[src/rtl/core/rwph_pkg.sv]
// Shared constants, register indexes and unit command types for the rolling window hash.
`timescale 1ns / 1ps
`default_nettype none

package rwph_pkg;

   localparam int MAX_WINDOW = 64;

   localparam int SYM_W     = 64;
   localparam int HASH_W    = 31;
   localparam int CSR_W     = 31;
   localparam int LEN_W     = 7;
   localparam int STEP_W    = 7;
   localparam int REG_IDX_W = 2;

   localparam int FILL_W = $clog2(MAX_WINDOW + 1);
   localparam int PTR_W  = (MAX_WINDOW > 1) ? $clog2(MAX_WINDOW) : 1;
   localparam int POS_W  = FILL_W + 1;

   localparam logic [REG_IDX_W-1:0] REG_MODULUS       = 2'd0;
   localparam logic [REG_IDX_W-1:0] REG_BASE          = 2'd1;
   localparam logic [REG_IDX_W-1:0] REG_WINDOW_LENGTH = 2'd2;
   localparam logic [REG_IDX_W-1:0] REG_BYTE_MODE     = 2'd3;

   localparam logic [HASH_W-1:0] MODULUS_RESET = 31'h7FFF_FFFF;
   localparam logic [HASH_W-1:0] BASE_RESET    = 31'd256;
   localparam logic [LEN_W-1:0]  LENGTH_RESET  = 7'd16;

   localparam logic [HASH_W-1:0] MODULUS_MIN = 31'd2;
   localparam logic [HASH_W-1:0] ONE         = 31'd1;

   localparam logic [7:0] BYTE_OFFSET = 8'h80;

   localparam logic [STEP_W-1:0] STEPS_WORD   = 7'd64;
   localparam logic [STEP_W-1:0] STEPS_BYTE   = 7'd8;
   localparam logic [STEP_W-1:0] STEPS_RESIDUE = 7'd31;
   localparam logic [STEP_W-1:0] STEPS_NONE   = 7'd0;

   typedef struct packed {
      logic              start;
      logic [HASH_W-1:0] multiplicand;
      logic [SYM_W-1:0]  digits;
      logic [STEP_W-1:0] steps;
   } mm_cmd_type;

   typedef struct packed {
      logic              done;
      logic [HASH_W-1:0] result;
   } mm_sts_type;

endpackage

`default_nettype wire

[src/rtl/core/rwph_req_if.sv]
// Input channel: one symbol beat with its restart flag.
`timescale 1ns / 1ps
`default_nettype none

interface rwph_req_if import rwph_pkg::*; ();
   logic             valid;
   logic             ready;
   logic [SYM_W-1:0] symbol;
   logic             restart;

   modport source (output valid, output symbol, output restart, input ready);
   modport sink (input valid, input symbol, input restart, output ready);
endinterface

`default_nettype wire

[src/rtl/core/rwph_rsp_if.sv]
// Result channel: one hash beat with its window-full flag.
`timescale 1ns / 1ps
`default_nettype none

interface rwph_rsp_if import rwph_pkg::*; ();
   logic              valid;
   logic              ready;
   logic [HASH_W-1:0] hash_value;
   logic              window_full;

   modport source (output valid, output hash_value, output window_full, input ready);
   modport sink (input valid, input hash_value, input window_full, output ready);
endinterface

`default_nettype wire

[src/rtl/core/rwph_ram.sv]
// Generic simple dual-port RAM with registered read.
`timescale 1ns / 1ps
`default_nettype none

module rwph_ram #(
   parameter int WIDTH = 31,
   parameter int DEPTH = 64
) (
   input  wire logic                 clock,
   input  wire logic                 wr_en,
   input  wire logic [(DEPTH > 1 ? $clog2(DEPTH) : 1)-1:0] wr_addr,
   input  wire logic [WIDTH-1:0]     wr_data,
   input  wire logic [(DEPTH > 1 ? $clog2(DEPTH) : 1)-1:0] rd_addr,
   output logic      [WIDTH-1:0]     rd_data
);

   logic [WIDTH-1:0] mem_ff [DEPTH];

   always_ff @(posedge clock) begin
      if (wr_en) begin
         mem_ff[wr_addr] <= wr_data;
      end
      rd_data <= mem_ff[rd_addr];
   end

endmodule

`default_nettype wire

[src/rtl/core/rwph_modmul.sv]
// Bit-serial modular multiply-reduce unit: one multiplier digit per cycle.
`timescale 1ns / 1ps
`default_nettype none

module rwph_modmul import rwph_pkg::*; (
   input  wire logic              clock,
   input  wire logic              reset,
   input  wire mm_cmd_type        cmd,
   input  wire logic [HASH_W-1:0] modulus,
   output mm_sts_type             sts
);

   logic [HASH_W-1:0] acc_ff, acc_in;
   logic [HASH_W-1:0] mult_ff, mult_in;
   logic [SYM_W-1:0]  digits_ff, digits_in;
   logic [STEP_W-1:0] count_ff, count_in;
   logic              busy_ff, busy_in;
   logic              done_ff, done_in;

   logic [HASH_W+1:0] sum;
   logic [HASH_W+1:0] sum_less_p;
   logic [HASH_W+1:0] sum_less_2p;
   logic [HASH_W+1:0] p_one;
   logic [HASH_W+1:0] p_two;
   logic [HASH_W-1:0] reduced;

   always_comb begin
      p_one       = {2'b00, modulus};
      p_two       = {1'b0, modulus, 1'b0};
      sum         = {1'b0, acc_ff, 1'b0}
                  + (digits_ff[SYM_W-1] ? {2'b00, mult_ff} : '0);
      sum_less_p  = sum - p_one;
      sum_less_2p = sum - p_two;
      if (sum >= p_two) begin
         reduced = sum_less_2p[HASH_W-1:0];
      end else if (sum >= p_one) begin
         reduced = sum_less_p[HASH_W-1:0];
      end else begin
         reduced = sum[HASH_W-1:0];
      end
   end

   always_comb begin
      acc_in    = acc_ff;
      mult_in   = mult_ff;
      digits_in = digits_ff;
      count_in  = count_ff;
      busy_in   = busy_ff;
      done_in   = 1'b0;
      if (cmd.start) begin
         mult_in   = cmd.multiplicand;
         digits_in = cmd.digits;
         count_in  = cmd.steps;
         if (cmd.steps == STEPS_NONE) begin
            acc_in  = cmd.multiplicand;
            busy_in = 1'b0;
            done_in = 1'b1;
         end else begin
            acc_in  = '0;
            busy_in = 1'b1;
         end
      end else if (busy_ff) begin
         acc_in    = reduced;
         digits_in = {digits_ff[SYM_W-2:0], 1'b0};
         count_in  = count_ff - STEP_W'(1);
         if (count_ff == STEP_W'(1)) begin
            busy_in = 1'b0;
            done_in = 1'b1;
         end
      end
   end

   always_ff @(posedge clock) begin
      if (reset) begin
         busy_ff <= 1'b0;
         done_ff <= 1'b0;
      end else begin
         busy_ff <= busy_in;
         done_ff <= done_in;
      end
      acc_ff    <= acc_in;
      mult_ff   <= mult_in;
      digits_ff <= digits_in;
      count_ff  <= count_in;
   end

   assign sts = '{done: done_ff, result: acc_ff};

endmodule

`default_nettype wire

[src/rtl/core/rolling_window_polynomial_hash.sv]
// Rolling window polynomial hash top level: sequencer, window store and result register.
// Keeps a polynomial hash modulo a programmable modulus over the last window_length symbols.
// One symbol is taken at a time; its hash beat comes out on the result channel. Every modular
// product runs through one bit-serial multiply-reduce unit, one multiplier bit per cycle, and
// the first symbol of a window skips the leading-power steps. A finished item may wait for the
// result register to drain. The next symbol is taken while a result still waits. The user
// must write registers through the csr port only while idle; the block does not enforce it.
// A window_length of zero acts as one, above the window store depth it saturates.
`timescale 1ns / 1ps
`default_nettype none

module rolling_window_polynomial_hash import rwph_pkg::*; (
   input  wire logic                 clock,
   input  wire logic                 reset,
   rwph_req_if.sink                  req_bus,
   rwph_rsp_if.source                rsp_bus,
   input  wire logic                 csr_wr_en,
   input  wire logic [REG_IDX_W-1:0] csr_index,
   input  wire logic [CSR_W-1:0]     csr_wdata
);

   typedef enum logic [1:0] {
      ST_IDLE,
      ST_ISSUE,
      ST_WAIT,
      ST_FINISH
   } state_type;

   typedef enum logic [2:0] {
      PH_SYMBOL,
      PH_LEAD_RED,
      PH_LEAD_MUL,
      PH_TERM,
      PH_HASH_RED,
      PH_HASH_MUL
   } phase_type;

   state_type         state_ff, state_in;
   phase_type         phase_ff, phase_in;

   logic [HASH_W-1:0] modulus_ff, modulus_in;
   logic [HASH_W-1:0] base_ff, base_in;
   logic [LEN_W-1:0]  wlen_ff, wlen_in;
   logic              byte_mode_ff, byte_mode_in;

   logic [HASH_W-1:0] hash_ff, hash_in;
   logic [HASH_W-1:0] lead_ff, lead_in;
   logic [FILL_W-1:0] fill_ff, fill_in;
   logic [PTR_W-1:0]  ptr_ff, ptr_in;
   logic              roll_ff, roll_in;

   logic [SYM_W-1:0]  sym_ff, sym_in;
   logic [HASH_W-1:0] resid_ff, resid_in;
   logic [HASH_W-1:0] opa_ff, opa_in;
   logic [HASH_W-1:0] term_ff, term_in;
   logic [HASH_W-1:0] prod_ff, prod_in;

   logic              rsp_valid_ff, rsp_valid_in;
   logic [HASH_W-1:0] rsp_hash_ff, rsp_hash_in;
   logic              rsp_full_ff, rsp_full_in;

   logic [HASH_W-1:0] p_eff;
   logic [FILL_W-1:0] len_eff;
   logic [FILL_W-1:0] fill_cur;
   logic [FILL_W-1:0] fill_next;
   logic [POS_W-1:0]  pos_sum;
   logic [POS_W-1:0]  pos_wrap;
   logic [PTR_W-1:0]  wr_pos;
   logic [PTR_W:0]    ptr_inc;
   logic [PTR_W-1:0]  ptr_wrap;
   logic [HASH_W:0]   final_sum;
   logic [HASH_W:0]   final_less_p;
   logic [HASH_W-1:0] hash_new;
   logic [HASH_W:0]   diff_direct;
   logic [HASH_W:0]   diff_wrap;
   logic [HASH_W-1:0] diff;
   logic              rsp_free;
   logic              ram_we;
   logic [HASH_W-1:0] ram_rdata;

   mm_cmd_type        mm_cmd;
   mm_sts_type        mm_sts;

   rwph_modmul u_modmul (
      .clock   (clock),
      .reset   (reset),
      .cmd     (mm_cmd),
      .modulus (p_eff),
      .sts     (mm_sts)
   );

   rwph_ram #(
      .WIDTH (HASH_W),
      .DEPTH (MAX_WINDOW)
   ) u_window_ram (
      .clock   (clock),
      .wr_en   (ram_we),
      .wr_addr (wr_pos),
      .wr_data (resid_ff),
      .rd_addr (ptr_ff),
      .rd_data (ram_rdata)
   );

   always_comb begin
      p_eff = (modulus_ff < MODULUS_MIN) ? MODULUS_MIN : modulus_ff;
      if (wlen_ff == '0) begin
         len_eff = FILL_W'(1);
      end else if (32'(wlen_ff) > MAX_WINDOW) begin
         len_eff = FILL_W'(MAX_WINDOW);
      end else begin
         len_eff = FILL_W'(wlen_ff);
      end

      fill_cur  = req_bus.restart ? '0 : fill_ff;
      fill_next = fill_ff + FILL_W'(1);

      pos_sum  = POS_W'(ptr_ff) + POS_W'(fill_ff);
      pos_wrap = (pos_sum >= POS_W'(MAX_WINDOW)) ? pos_sum - POS_W'(MAX_WINDOW) : pos_sum;
      wr_pos   = pos_wrap[PTR_W-1:0];
      ptr_inc  = {1'b0, ptr_ff} + (PTR_W+1)'(1);
      ptr_wrap = (ptr_inc == (PTR_W+1)'(MAX_WINDOW)) ? '0 : ptr_inc[PTR_W-1:0];

      final_sum    = {1'b0, prod_ff} + {1'b0, resid_ff};
      final_less_p = final_sum - {1'b0, p_eff};
      hash_new     = (final_sum >= {1'b0, p_eff}) ? final_less_p[HASH_W-1:0]
                                                  : final_sum[HASH_W-1:0];

      diff_direct = {1'b0, mm_sts.result} - {1'b0, term_ff};
      diff_wrap   = {1'b0, mm_sts.result} + {1'b0, p_eff} - {1'b0, term_ff};
      diff        = (mm_sts.result >= term_ff) ? diff_direct[HASH_W-1:0]
                                               : diff_wrap[HASH_W-1:0];

      rsp_free = !rsp_valid_ff || rsp_bus.ready;
   end

   always_comb begin
      mm_cmd.start        = (state_ff == ST_ISSUE);
      mm_cmd.multiplicand = ONE;
      mm_cmd.digits       = sym_ff;
      mm_cmd.steps        = STEPS_WORD;
      case (phase_ff)
         PH_SYMBOL: begin
            if (byte_mode_ff) begin
               mm_cmd.digits = {sym_ff[7:0] ^ BYTE_OFFSET, {(SYM_W-8){1'b0}}};
               mm_cmd.steps  = STEPS_BYTE;
            end
         end
         PH_LEAD_RED: begin
            mm_cmd.digits = {lead_ff, {(SYM_W-HASH_W){1'b0}}};
            if (lead_ff < p_eff) begin
               mm_cmd.multiplicand = lead_ff;
               mm_cmd.steps        = STEPS_NONE;
            end else begin
               mm_cmd.steps = STEPS_RESIDUE;
            end
         end
         PH_LEAD_MUL, PH_HASH_MUL: begin
            mm_cmd.multiplicand = opa_ff;
            mm_cmd.digits       = {base_ff, {(SYM_W-HASH_W){1'b0}}};
            mm_cmd.steps        = STEPS_RESIDUE;
         end
         PH_TERM: begin
            mm_cmd.multiplicand = opa_ff;
            mm_cmd.digits       = {ram_rdata, {(SYM_W-HASH_W){1'b0}}};
            mm_cmd.steps        = STEPS_RESIDUE;
         end
         PH_HASH_RED: begin
            mm_cmd.digits = {hash_ff, {(SYM_W-HASH_W){1'b0}}};
            if (hash_ff < p_eff) begin
               mm_cmd.multiplicand = hash_ff;
               mm_cmd.steps        = STEPS_NONE;
            end else begin
               mm_cmd.steps = STEPS_RESIDUE;
            end
         end
         default: begin
            mm_cmd.steps = STEPS_WORD;
         end
      endcase
   end

   always_comb begin
      state_in     = state_ff;
      phase_in     = phase_ff;
      modulus_in   = modulus_ff;
      base_in      = base_ff;
      wlen_in      = wlen_ff;
      byte_mode_in = byte_mode_ff;
      hash_in      = hash_ff;
      lead_in      = lead_ff;
      fill_in      = fill_ff;
      ptr_in       = ptr_ff;
      roll_in      = roll_ff;
      sym_in       = sym_ff;
      resid_in     = resid_ff;
      opa_in       = opa_ff;
      term_in      = term_ff;
      prod_in      = prod_ff;
      rsp_valid_in = rsp_valid_ff && !rsp_bus.ready;
      rsp_hash_in  = rsp_hash_ff;
      rsp_full_in  = rsp_full_ff;
      ram_we       = 1'b0;

      if (csr_wr_en) begin
         case (csr_index)
            REG_MODULUS:       modulus_in   = csr_wdata[HASH_W-1:0];
            REG_BASE:          base_in      = csr_wdata[HASH_W-1:0];
            REG_WINDOW_LENGTH: wlen_in      = csr_wdata[LEN_W-1:0];
            REG_BYTE_MODE:     byte_mode_in = csr_wdata[0];
            default: ;
         endcase
      end

      case (state_ff)
         ST_IDLE: begin
            if (req_bus.valid) begin
               sym_in   = req_bus.symbol;
               roll_in  = (fill_cur >= len_eff);
               phase_in = PH_SYMBOL;
               state_in = ST_ISSUE;
               if (req_bus.restart) begin
                  fill_in = '0;
                  ptr_in  = '0;
                  hash_in = '0;
                  lead_in = ONE;
               end
            end
         end
         ST_ISSUE: begin
            state_in = ST_WAIT;
         end
         ST_WAIT: begin
            if (mm_sts.done) begin
               state_in = ST_ISSUE;
               case (phase_ff)
                  PH_SYMBOL: begin
                     resid_in = mm_sts.result;
                     if (!roll_ff && fill_ff == '0) begin
                        lead_in  = ONE;
                        phase_in = PH_HASH_RED;
                     end else begin
                        phase_in = PH_LEAD_RED;
                     end
                  end
                  PH_LEAD_RED: begin
                     opa_in   = mm_sts.result;
                     phase_in = roll_ff ? PH_TERM : PH_LEAD_MUL;
                  end
                  PH_LEAD_MUL: begin
                     lead_in  = mm_sts.result;
                     phase_in = PH_HASH_RED;
                  end
                  PH_TERM: begin
                     term_in  = mm_sts.result;
                     phase_in = PH_HASH_RED;
                  end
                  PH_HASH_RED: begin
                     opa_in   = roll_ff ? diff : mm_sts.result;
                     phase_in = PH_HASH_MUL;
                  end
                  PH_HASH_MUL: begin
                     prod_in  = mm_sts.result;
                     state_in = ST_FINISH;
                  end
                  default: begin
                     state_in = ST_IDLE;
                  end
               endcase
            end
         end
         ST_FINISH: begin
            if (rsp_free) begin
               hash_in      = hash_new;
               ram_we       = 1'b1;
               rsp_valid_in = 1'b1;
               rsp_hash_in  = hash_new;
               if (roll_ff) begin
                  ptr_in      = ptr_wrap;
                  rsp_full_in = 1'b1;
               end else begin
                  fill_in     = fill_next;
                  rsp_full_in = (fill_next >= len_eff);
               end
               state_in = ST_IDLE;
            end
         end
         default: begin
            state_in = ST_IDLE;
         end
      endcase
   end

   always_ff @(posedge clock) begin
      if (reset) begin
         state_ff     <= ST_IDLE;
         phase_ff     <= PH_SYMBOL;
         modulus_ff   <= MODULUS_RESET;
         base_ff      <= BASE_RESET;
         wlen_ff      <= LENGTH_RESET;
         byte_mode_ff <= 1'b0;
         hash_ff      <= '0;
         lead_ff      <= ONE;
         fill_ff      <= '0;
         ptr_ff       <= '0;
         roll_ff      <= 1'b0;
         rsp_valid_ff <= 1'b0;
      end else begin
         state_ff     <= state_in;
         phase_ff     <= phase_in;
         modulus_ff   <= modulus_in;
         base_ff      <= base_in;
         wlen_ff      <= wlen_in;
         byte_mode_ff <= byte_mode_in;
         hash_ff      <= hash_in;
         lead_ff      <= lead_in;
         fill_ff      <= fill_in;
         ptr_ff       <= ptr_in;
         roll_ff      <= roll_in;
         rsp_valid_ff <= rsp_valid_in;
      end
      sym_ff      <= sym_in;
      resid_ff    <= resid_in;
      opa_ff      <= opa_in;
      term_ff     <= term_in;
      prod_ff     <= prod_in;
      rsp_hash_ff <= rsp_hash_in;
      rsp_full_ff <= rsp_full_in;
   end

   assign req_bus.ready       = (state_ff == ST_IDLE);
   assign rsp_bus.valid       = rsp_valid_ff;
   assign rsp_bus.hash_value  = rsp_hash_ff;
   assign rsp_bus.window_full = rsp_full_ff;

`ifndef SYNTH
   a_hash_reduced: assert property (@(posedge clock) disable iff (reset)
      (state_ff == ST_FINISH && rsp_free) |=> (rsp_hash_ff < $past(p_eff)))
      else $error("hash beat not reduced below modulus");

   a_fill_bounded: assert property (@(posedge clock) disable iff (reset)
      (32'(fill_ff) <= MAX_WINDOW))
      else $error("fill count beyond window store depth");

   a_accept_starts: assert property (@(posedge clock) disable iff (reset)
      (req_bus.valid && req_bus.ready) |=> (state_ff == ST_ISSUE && phase_ff == PH_SYMBOL))
      else $error("accepted beat did not start the symbol reduction");

   a_done_in_wait: assert property (@(posedge clock) disable iff (reset)
      mm_sts.done |-> (state_ff == ST_WAIT))
      else $error("multiply unit finished outside a wait state");
`endif

endmodule

`default_nettype wire

[src/flat_wrapper.sv]
// flat-port wrapper written by rule: the top's interface ports become plain ports
module rolling_window_polynomial_hash_flat import rwph_pkg::*;
  (clock, reset, csr_wr_en, csr_index, csr_wdata, req_bus_valid, req_bus_symbol, req_bus_restart, req_bus_ready, rsp_bus_valid, rsp_bus_hash_value, rsp_bus_window_full, rsp_bus_ready);
  rwph_req_if req_bus_i ();
  rwph_rsp_if rsp_bus_i ();
  input  wire logic clock;
  input  wire logic reset;
  input  wire logic csr_wr_en;
  input  wire logic [REG_IDX_W-1:0] csr_index;
  input  wire logic [CSR_W-1:0] csr_wdata;
  input wire logic [$bits(req_bus_i.valid)-1:0] req_bus_valid;
  input wire logic [$bits(req_bus_i.symbol)-1:0] req_bus_symbol;
  input wire logic [$bits(req_bus_i.restart)-1:0] req_bus_restart;
  output wire logic [$bits(req_bus_i.ready)-1:0] req_bus_ready;
  output wire logic [$bits(rsp_bus_i.valid)-1:0] rsp_bus_valid;
  output wire logic [$bits(rsp_bus_i.hash_value)-1:0] rsp_bus_hash_value;
  output wire logic [$bits(rsp_bus_i.window_full)-1:0] rsp_bus_window_full;
  input wire logic [$bits(rsp_bus_i.ready)-1:0] rsp_bus_ready;
  assign req_bus_i.valid = req_bus_valid;
  assign req_bus_i.symbol = req_bus_symbol;
  assign req_bus_i.restart = req_bus_restart;
  assign req_bus_ready = req_bus_i.ready;
  assign rsp_bus_valid = rsp_bus_i.valid;
  assign rsp_bus_hash_value = rsp_bus_i.hash_value;
  assign rsp_bus_window_full = rsp_bus_i.window_full;
  assign rsp_bus_i.ready = rsp_bus_ready;
  rolling_window_polynomial_hash u_core (.clock(clock), .reset(reset), .req_bus(req_bus_i), .rsp_bus(rsp_bus_i), .csr_wr_en(csr_wr_en), .csr_index(csr_index), .csr_wdata(csr_wdata));
endmodule
[config.mk]
export PLATFORM = sky130hd
export DESIGN_NAME = rolling_window_polynomial_hash_flat
export DESIGN_NICKNAME = d
export VERILOG_FILES = /design/src/rtl/core/rwph_pkg.sv /design/src/rtl/core/rwph_req_if.sv /design/src/rtl/core/rwph_rsp_if.sv /design/src/rtl/core/rwph_ram.sv /design/src/rtl/core/rwph_modmul.sv /design/src/rtl/core/rolling_window_polynomial_hash.sv /design/src/flat_wrapper.sv
export SDC_FILE = /design/constraint.sdc
export NUM_CORES = 2
export LEC_CHECK = 0
export BUFFER_PORTS_ARGS = -buffer_cell sky130_fd_sc_hd__buf_2
export CAP_MARGIN = 20
export CORE_MARGIN = 10
export CORE_UTILIZATION = 55
export CTS_BUF_LIST = sky130_fd_sc_hd__clkbuf_8
export DETAILED_ROUTE_END_ITERATION = 10
export PLACE_DENSITY = 0.71
export SLEW_MARGIN = 0
export SYNTH_ARGS = -nofsm -noshare
export SYNTH_HDL_FRONTEND = slang
export SYNTH_SLANG_ARGS = --single-unit
[constraint.sdc]
create_clock -name clock -period 8.4 [get_ports clock]
set_input_delay 1.26 -clock clock [delete_from_list [all_inputs] [get_ports clock]]
set_output_delay 1.26 -clock clock [all_outputs]
set_load 0.1 [all_outputs]
==> report_table.html <==
<table>
<tr><th>Metric</th><th>Value</th></tr>
<tr><th colspan="2">Detailed routing</th></tr>
<tr><td>Via count</td><td>63975</td></tr>
<tr><td>DRT Wirelength</td><td>317600 um</td></tr>
<tr><td>First DRT Iteration DRCs</td><td>8319</td></tr>
<tr><td>Number of detailed-route iterations in the first pass</td><td>7</td></tr>
<tr><td>Average routed wire per standard cell</td><td>32.36 um</td></tr>
<tr><td>Via-to-Cell Ratio</td><td>6.518</td></tr>
<tr><td>Post-route antenna net violation count</td><td>0</td></tr>
<tr><td># DRC</td><td>0</td></tr>
<tr><th colspan="2">Worst setup path</th></tr>
<tr><td>Arr. time, crit path</td><td>8.39 ns</td></tr>
<tr><td>Worst Path Max Fanout</td><td>46</td></tr>
<tr><td>Capture instance of the worst register-to-register path</td><td>u_core.u_modmul.acc_ff[14]$_DFFE_PP_</td></tr>
<tr><td>Reg2Reg Launch Point</td><td>u_core.u_modmul.digits_ff[63]$_DFFE_PP_</td></tr>
<tr><td>R2R setup slack</td><td>0.73 ns</td></tr>
<tr><td>R2R cell count</td><td>24</td></tr>
<tr><td>Crit path launch type</td><td>flip-flop</td></tr>
<tr><td>Worst setup path class</td><td>reg2reg</td></tr>
<tr><td>Worst setup EP type</td><td>flip-flop</td></tr>
<tr><td>Required time of the worst setup path</td><td>9.12 ns</td></tr>
<tr><th colspan="2">Timing</th></tr>
<tr><td>Min Hold Slack</td><td>0.3805 ns</td></tr>
<tr><td>Fin worst setup slack</td><td>0.7304 ns</td></tr>
<tr><td>Count of endpoints failing setup in the final report</td><td>0</td></tr>
<tr><td>Skew final</td><td>0.1438 ns</td></tr>
<tr><td>Min cycle time layout</td><td>7.670 ns</td></tr>
<tr><td>Final worst path period share</td><td>91.30%</td></tr>
<tr><td>RSZ-0062 raised after global routing</td><td>no</td></tr>
<tr><td>Number of hold violations in the final report</td><td>0</td></tr>
<tr><td>Number of max-slew violations in the final report</td><td>0</td></tr>
<tr><td>Maximum clock rate</td><td>130.4 MHz</td></tr>
<tr><td>Worst-margin pin slew</td><td>1.019 ns</td></tr>
<tr><td>Summed negative setup slack over all endpoints</td><td>0 ns</td></tr>
<tr><td>Slew HR</td><td>32.05%</td></tr>
<tr><th colspan="2">Placement</th></tr>
<tr><td>Setup Slack @ Placement</td><td>0.7483 ns</td></tr>
<tr><td>Detailed placement HPWL</td><td>199300 um</td></tr>
<tr><td>Placed cell area</td><td>114800 um2</td></tr>
<tr><td>Placed cell count</td><td>9094</td></tr>
<tr><td>Port Buffer Count</td><td>136</td></tr>
<tr><td>RD Place Congestion</td><td>0.9774</td></tr>
<tr><th colspan="2">CTS</th></tr>
<tr><td>Clock tree from TritonCTS</td><td>done</td></tr>
<tr><td>Root Buffer Master</td><td>clkbuf_8</td></tr>
<tr><td>Post-CTS setup buffer count</td><td>0</td></tr>
<tr><td>Clock buffer count from CTS</td><td>415</td></tr>
<tr><td>Max Root-Sink Buffers</td><td>4</td></tr>
<tr><td>Post-cts repair resize count</td><td>0</td></tr>
<tr><td>Clock latency of the later-clocked register in the worst-skew pair</td><td>1.14 ns</td></tr>
<tr><td>Number of clock sinks seen by CTS</td><td>2522</td></tr>
<tr><td>Clock-pin slew on the worst setup and hold paths</td><td>0.06 ns</td></tr>
<tr><td># hold bufs at CTS</td><td>0</td></tr>
<tr><td>H-tree depth</td><td>5</td></tr>
<tr><th colspan="2">Synth</th></tr>
<tr><td>Synthesized instance count</td><td>6414</td></tr>
<tr><td>Number of different library cells in the post-synthesis netlist</td><td>84</td></tr>
<tr><td>Net count after synthesis</td><td>6854</td></tr>
<tr><td>Async set-reset flop share out of synthesis</td><td>0%</td></tr>
<tr><td>Top FF cell, synth</td><td>edfxtp_1</td></tr>
<tr><td>Number of enable-type register cells in the synthesized netlist</td><td>2337</td></tr>
<tr><td>Count of state elements after synthesis</td><td>2522</td></tr>
<tr><td>Total standard cell area after synthesis</td><td>109900 um2</td></tr>
<tr><td>Post-Synthesis Mean Instance Area</td><td>17.13 um2</td></tr>
<tr><td>Number of warning messages in the yosys log</td><td>0</td></tr>
<tr><td>Part of the Yosys area used for sequential elements</td><td>67.24%</td></tr>
<tr><th colspan="2">Power</th></tr>
<tr><td>Clock group share of total power</td><td>33.4%</td></tr>
<tr><td>Combinational share of power</td><td>18.5%</td></tr>
<tr><td>Internal power contribution</td><td>0.02119 W</td></tr>
<tr><td>Worst vdd ir</td><td>0.1922 mV</td></tr>
<tr><td>Seq pwr share</td><td>48.1%</td></tr>
<tr><td>Psw</td><td>0.008451 W</td></tr>
<tr><td>Switching part of the total power</td><td>28.51%</td></tr>
<tr><td>Standby leakage power</td><td>41.62 nW</td></tr>
<tr><td>Cell Pwr Density</td><td>242.3 nW/um2</td></tr>
<tr><th colspan="2">Floorplan</th></tr>
<tr><td>Horizontal die dimension</td><td>467.0 um</td></tr>
<tr><td>IO Count</td><td>137</td></tr>
<tr><td>Standard cell core area</td><td>199200 um2</td></tr>
<tr><td>Count of standard-cell rows</td><td>164</td></tr>
<tr><td>Vertical die dimension</td><td>467.0 um</td></tr>
<tr><td>Initial core utilization</td><td>55.15%</td></tr>
<tr><td>Die Footprint</td><td>218100 um2</td></tr>
<tr><th colspan="2">Global routing</th></tr>
<tr><td>GRT Resource Usage Total</td><td>28.81%</td></tr>
<tr><td>GRT overflow</td><td>0</td></tr>
<tr><td>Vias in the first global route</td><td>63272</td></tr>
<tr><td>Largest net degree at the start of global routing</td><td>115</td></tr>
<tr><td>Initial antenna violation count</td><td>31</td></tr>
<tr><td>Wire length of the first global-routing pass</td><td>451800 um</td></tr>
<tr><th colspan="2">Status</th></tr>
<tr><td>Status</td><td>complete, no violations</td></tr>
<tr><th colspan="2">Min path</th></tr>
<tr><td>Min-Delay Path Class</td><td>in2reg</td></tr>
<tr><td>End point of the most critical hold path</td><td>u_core.sym_ff[49]$_DFFE_PP_</td></tr>
<tr><td>Min-Delay Startpoint</td><td>req_bus_symbol[49]</td></tr>
<tr><td>Hold Path Cell Cnt</td><td>1</td></tr>
<tr><th colspan="2">Cells and area</th></tr>
<tr><td>Share of cells above drive strength 1</td><td>22.58%</td></tr>
<tr><td>Post-route standard cell area excluding fillers</td><td>122300 um2</td></tr>
<tr><td>Nets</td><td>7295</td></tr>
<tr><td>Growth of design area from synthesis to finish</td><td>11.32%</td></tr>
<tr><td>Count of non-filler cells in the finished layout</td><td>9815</td></tr>
<tr><th colspan="2">Job</th></tr>
<tr><td>Number of max-cap violations</td><td>0</td></tr>
</table>
==> worst max-delay path, stage by stage, from the launching register on <==
cell and delay (ns):
edfxtp_1 0.67, and2_1 0.27, ha_1 0.22, fa_1 0.46, a211oi_1 0.43, o21ai_0 0.26, o21a_1 0.20, a41o_1 0.25
a21oi_1 0.24, o21bai_1 0.11, a21oi_1 0.20, xnor2_1 0.27, ha_1 0.39, a21oi_1 0.18, a21boi_0 0.09, a311oi_1 0.49
o2bb2ai_1 0.17, a2111oi_0 0.64, o21bai_1 0.29, and4_1 0.28, nor4_4 0.31, buf_12 0.27, mux2_2 0.36, o21ai_0 0.17
o22ai_1 0.11
==> worst max path at each step <==
stage,startpoint,to,slack (ns),cells past startpoint
6_report,u_core.u_modmul.digits_ff[63]$_DFFE_PP_,u_core.u_modmul.acc_ff[14]$_DFFE_PP_,0.73,24
5_1_grt,u_core.u_modmul.digits_ff[63]$_DFFE_PP_,u_core.u_modmul.acc_ff[14]$_DFFE_PP_,0.40,24
4_1_cts,u_core.u_modmul.digits_ff[63]$_DFFE_PP_,u_core.u_modmul.acc_ff[14]$_DFFE_PP_,0.71,24
3_5_place_dp,u_core.u_modmul.digits_ff[63]$_DFFE_PP_,u_core.u_modmul.acc_ff[14]$_DFFE_PP_,0.75,24
3_3_place_gp,u_core.u_modmul.digits_ff[63]$_DFFE_PP_,u_core.u_modmul.acc_ff[3]$_DFFE_PP_,0.73,24
2_1_floorplan,u_core.u_modmul.digits_ff[63]$_DFFE_PP_,u_core.u_modmul.acc_ff[14]$_DFFE_PP_,2.46,24
==> synth_stat cells (all sizes together), types with 21 or more instances <==
master | n | area, um2
and2 | 54 | 337.8
and3 | 27 | 168.9
xor2 | 59 | 516.8
a21o | 131 | 983.4
nor4 | 21 | 146.4
a211oi | 41 | 307.8
mux2 | 54 | 645.6
o21ai | 190 | 954.7
fa | 37 | 740.7
ha | 300 | 3754
nor3 | 39 | 195.2
a211o | 39 | 341.6
a21oi | 280 | 1401
edfxtp | 2337 | 70180
o211ai | 27 | 202.7
nand2 | 325 | 1220
nor2b | 46 | 287.8
a222oi | 28 | 280.3
a22oi | 39 | 292.8
nand4 | 39 | 244.0
nor2 | 291 | 1092
o221ai | 41 | 359.1
o21a | 43 | 322.8
buf | 64 | 270.3
xnor2 | 118 | 1033
clkbuf | 220 | 825.8
nand3 | 75 | 375.4
inv | 233 | 874.6
a22o | 65 | 569.3
nand2b | 39 | 244.0
o21bai | 23 | 172.7
mux4 | 651 | 14660
dfxtp | 185 | 3704
mux2i | 48 | 480.5
==> layout make-up <==
type / count / area, um2
fillers: 14201 / 76930
diodes: 8 / 20.02
clock inverters: 273 / 1456
repair buffers: 308 / 2062
clock buffers: 440 / 6056
flip-flops and latches: 2522 / 73900
multi-input cells: 3375 / 34620
inverters: 233 / 877.1
well taps: 2656 / 3323
==> power by group through the flow <==
| stage | clock [W] | sequential (W) | combinational [W] |
|---|---|---|---|
| 3_5_place_dp | 0 | 0.0145 | 0.00535 |
| 3_3_place_gp | 0 | 0.0145 | 0.00534 |
| 2_1_floorplan | 0 | 0.0143 | 0.00393 |
| 5_1_grt | 0.0106 | 0.0142 | 0.00599 |
| 4_1_cts | 0.0101 | 0.0142 | 0.00540 |
| 6_report | 0.00991 | 0.0142 | 0.00549 |
==> routing by layer <==
layer | track usage [%] | share of wire (%) | vias to the layer above
li1 | - | - | 26780
met5 | 0 | 0.036 | -
met1 | 39.13 | 38 | 32936
met2 | 46.33 | 48 | 3537
met4 | 11.90 | 4.6 | 16
met3 | 5.240 | 8.8 | 706
==> layout by cell type, fill, tap and decap left out, drive strengths merged, types with 37 or more instances in the layout <==
master     n
clkinv   109
xor2      59
a21o     131
clkbuf   440
nand3     75
ha       300
o21a      43
nand2b    39
xnor2    118
a21oi    280
a211oi    41
fa        37
a22oi     39
buf      308
o21ai    190
o221ai    41
a22o      65
nand4     39
edfxtp  2337
a211o     39
nor3      39
mux2      54
mux2i     48
and2      54
nor2b     46
inv      381
nor2     291
nand2    325
dfxtp    185
mux4     651
==> through the flow <==
step	util [%]	power, W
2_1_floorplan	-	0.01825
3_3_place_gp	57.61	0.01982
3_5_place_dp	57.61	0.01984
4_1_cts	61.38	0.02969
5_1_grt	61.39	0.03087
6_report	61.39	0.02964
==> cells by family after synthesis <==
kind of cell | count (synthesis) | synth area share, %
flops | 2522 | 67.24
compound gates | 1099 | 6.819
simple gates | 1009 | 4.284
mux | 753 | 14.37
buf+inv | 517 | 1.793
fa+ha+maj | 337 | 4.090
xor+xnor | 177 | 1.411
==> registers in the layout, indices dropped and copies added (netlist names), 2 cells and up <==
signal and flops:
u_core.prod_ff 31, u_core.u_modmul.mult_ff 31, u_core.base_ff 31, u_core.modulus_ff 31, u_core.opa_ff 31, u_core.u_modmul.count_ff 7
u_core.u_modmul.digits_ff 64, u_core.resid_ff 31, u_core.phase_ff 3, u_core.sym_ff 64, u_core.term_ff 31, u_core.rsp_bus.hash_value 31
u_core.hash_ff 31, u_core.ptr_ff 6, u_core.wlen_ff 7, u_core.fill_ff 7, u_core.u_window_ram.rd_data 31, u_core.u_window_ram.mem_ff 1984
u_core.lead_ff 31, u_core.state_ff 2, u_core.u_modmul.acc_ff 31
Power figures use the tool's default switching activity.
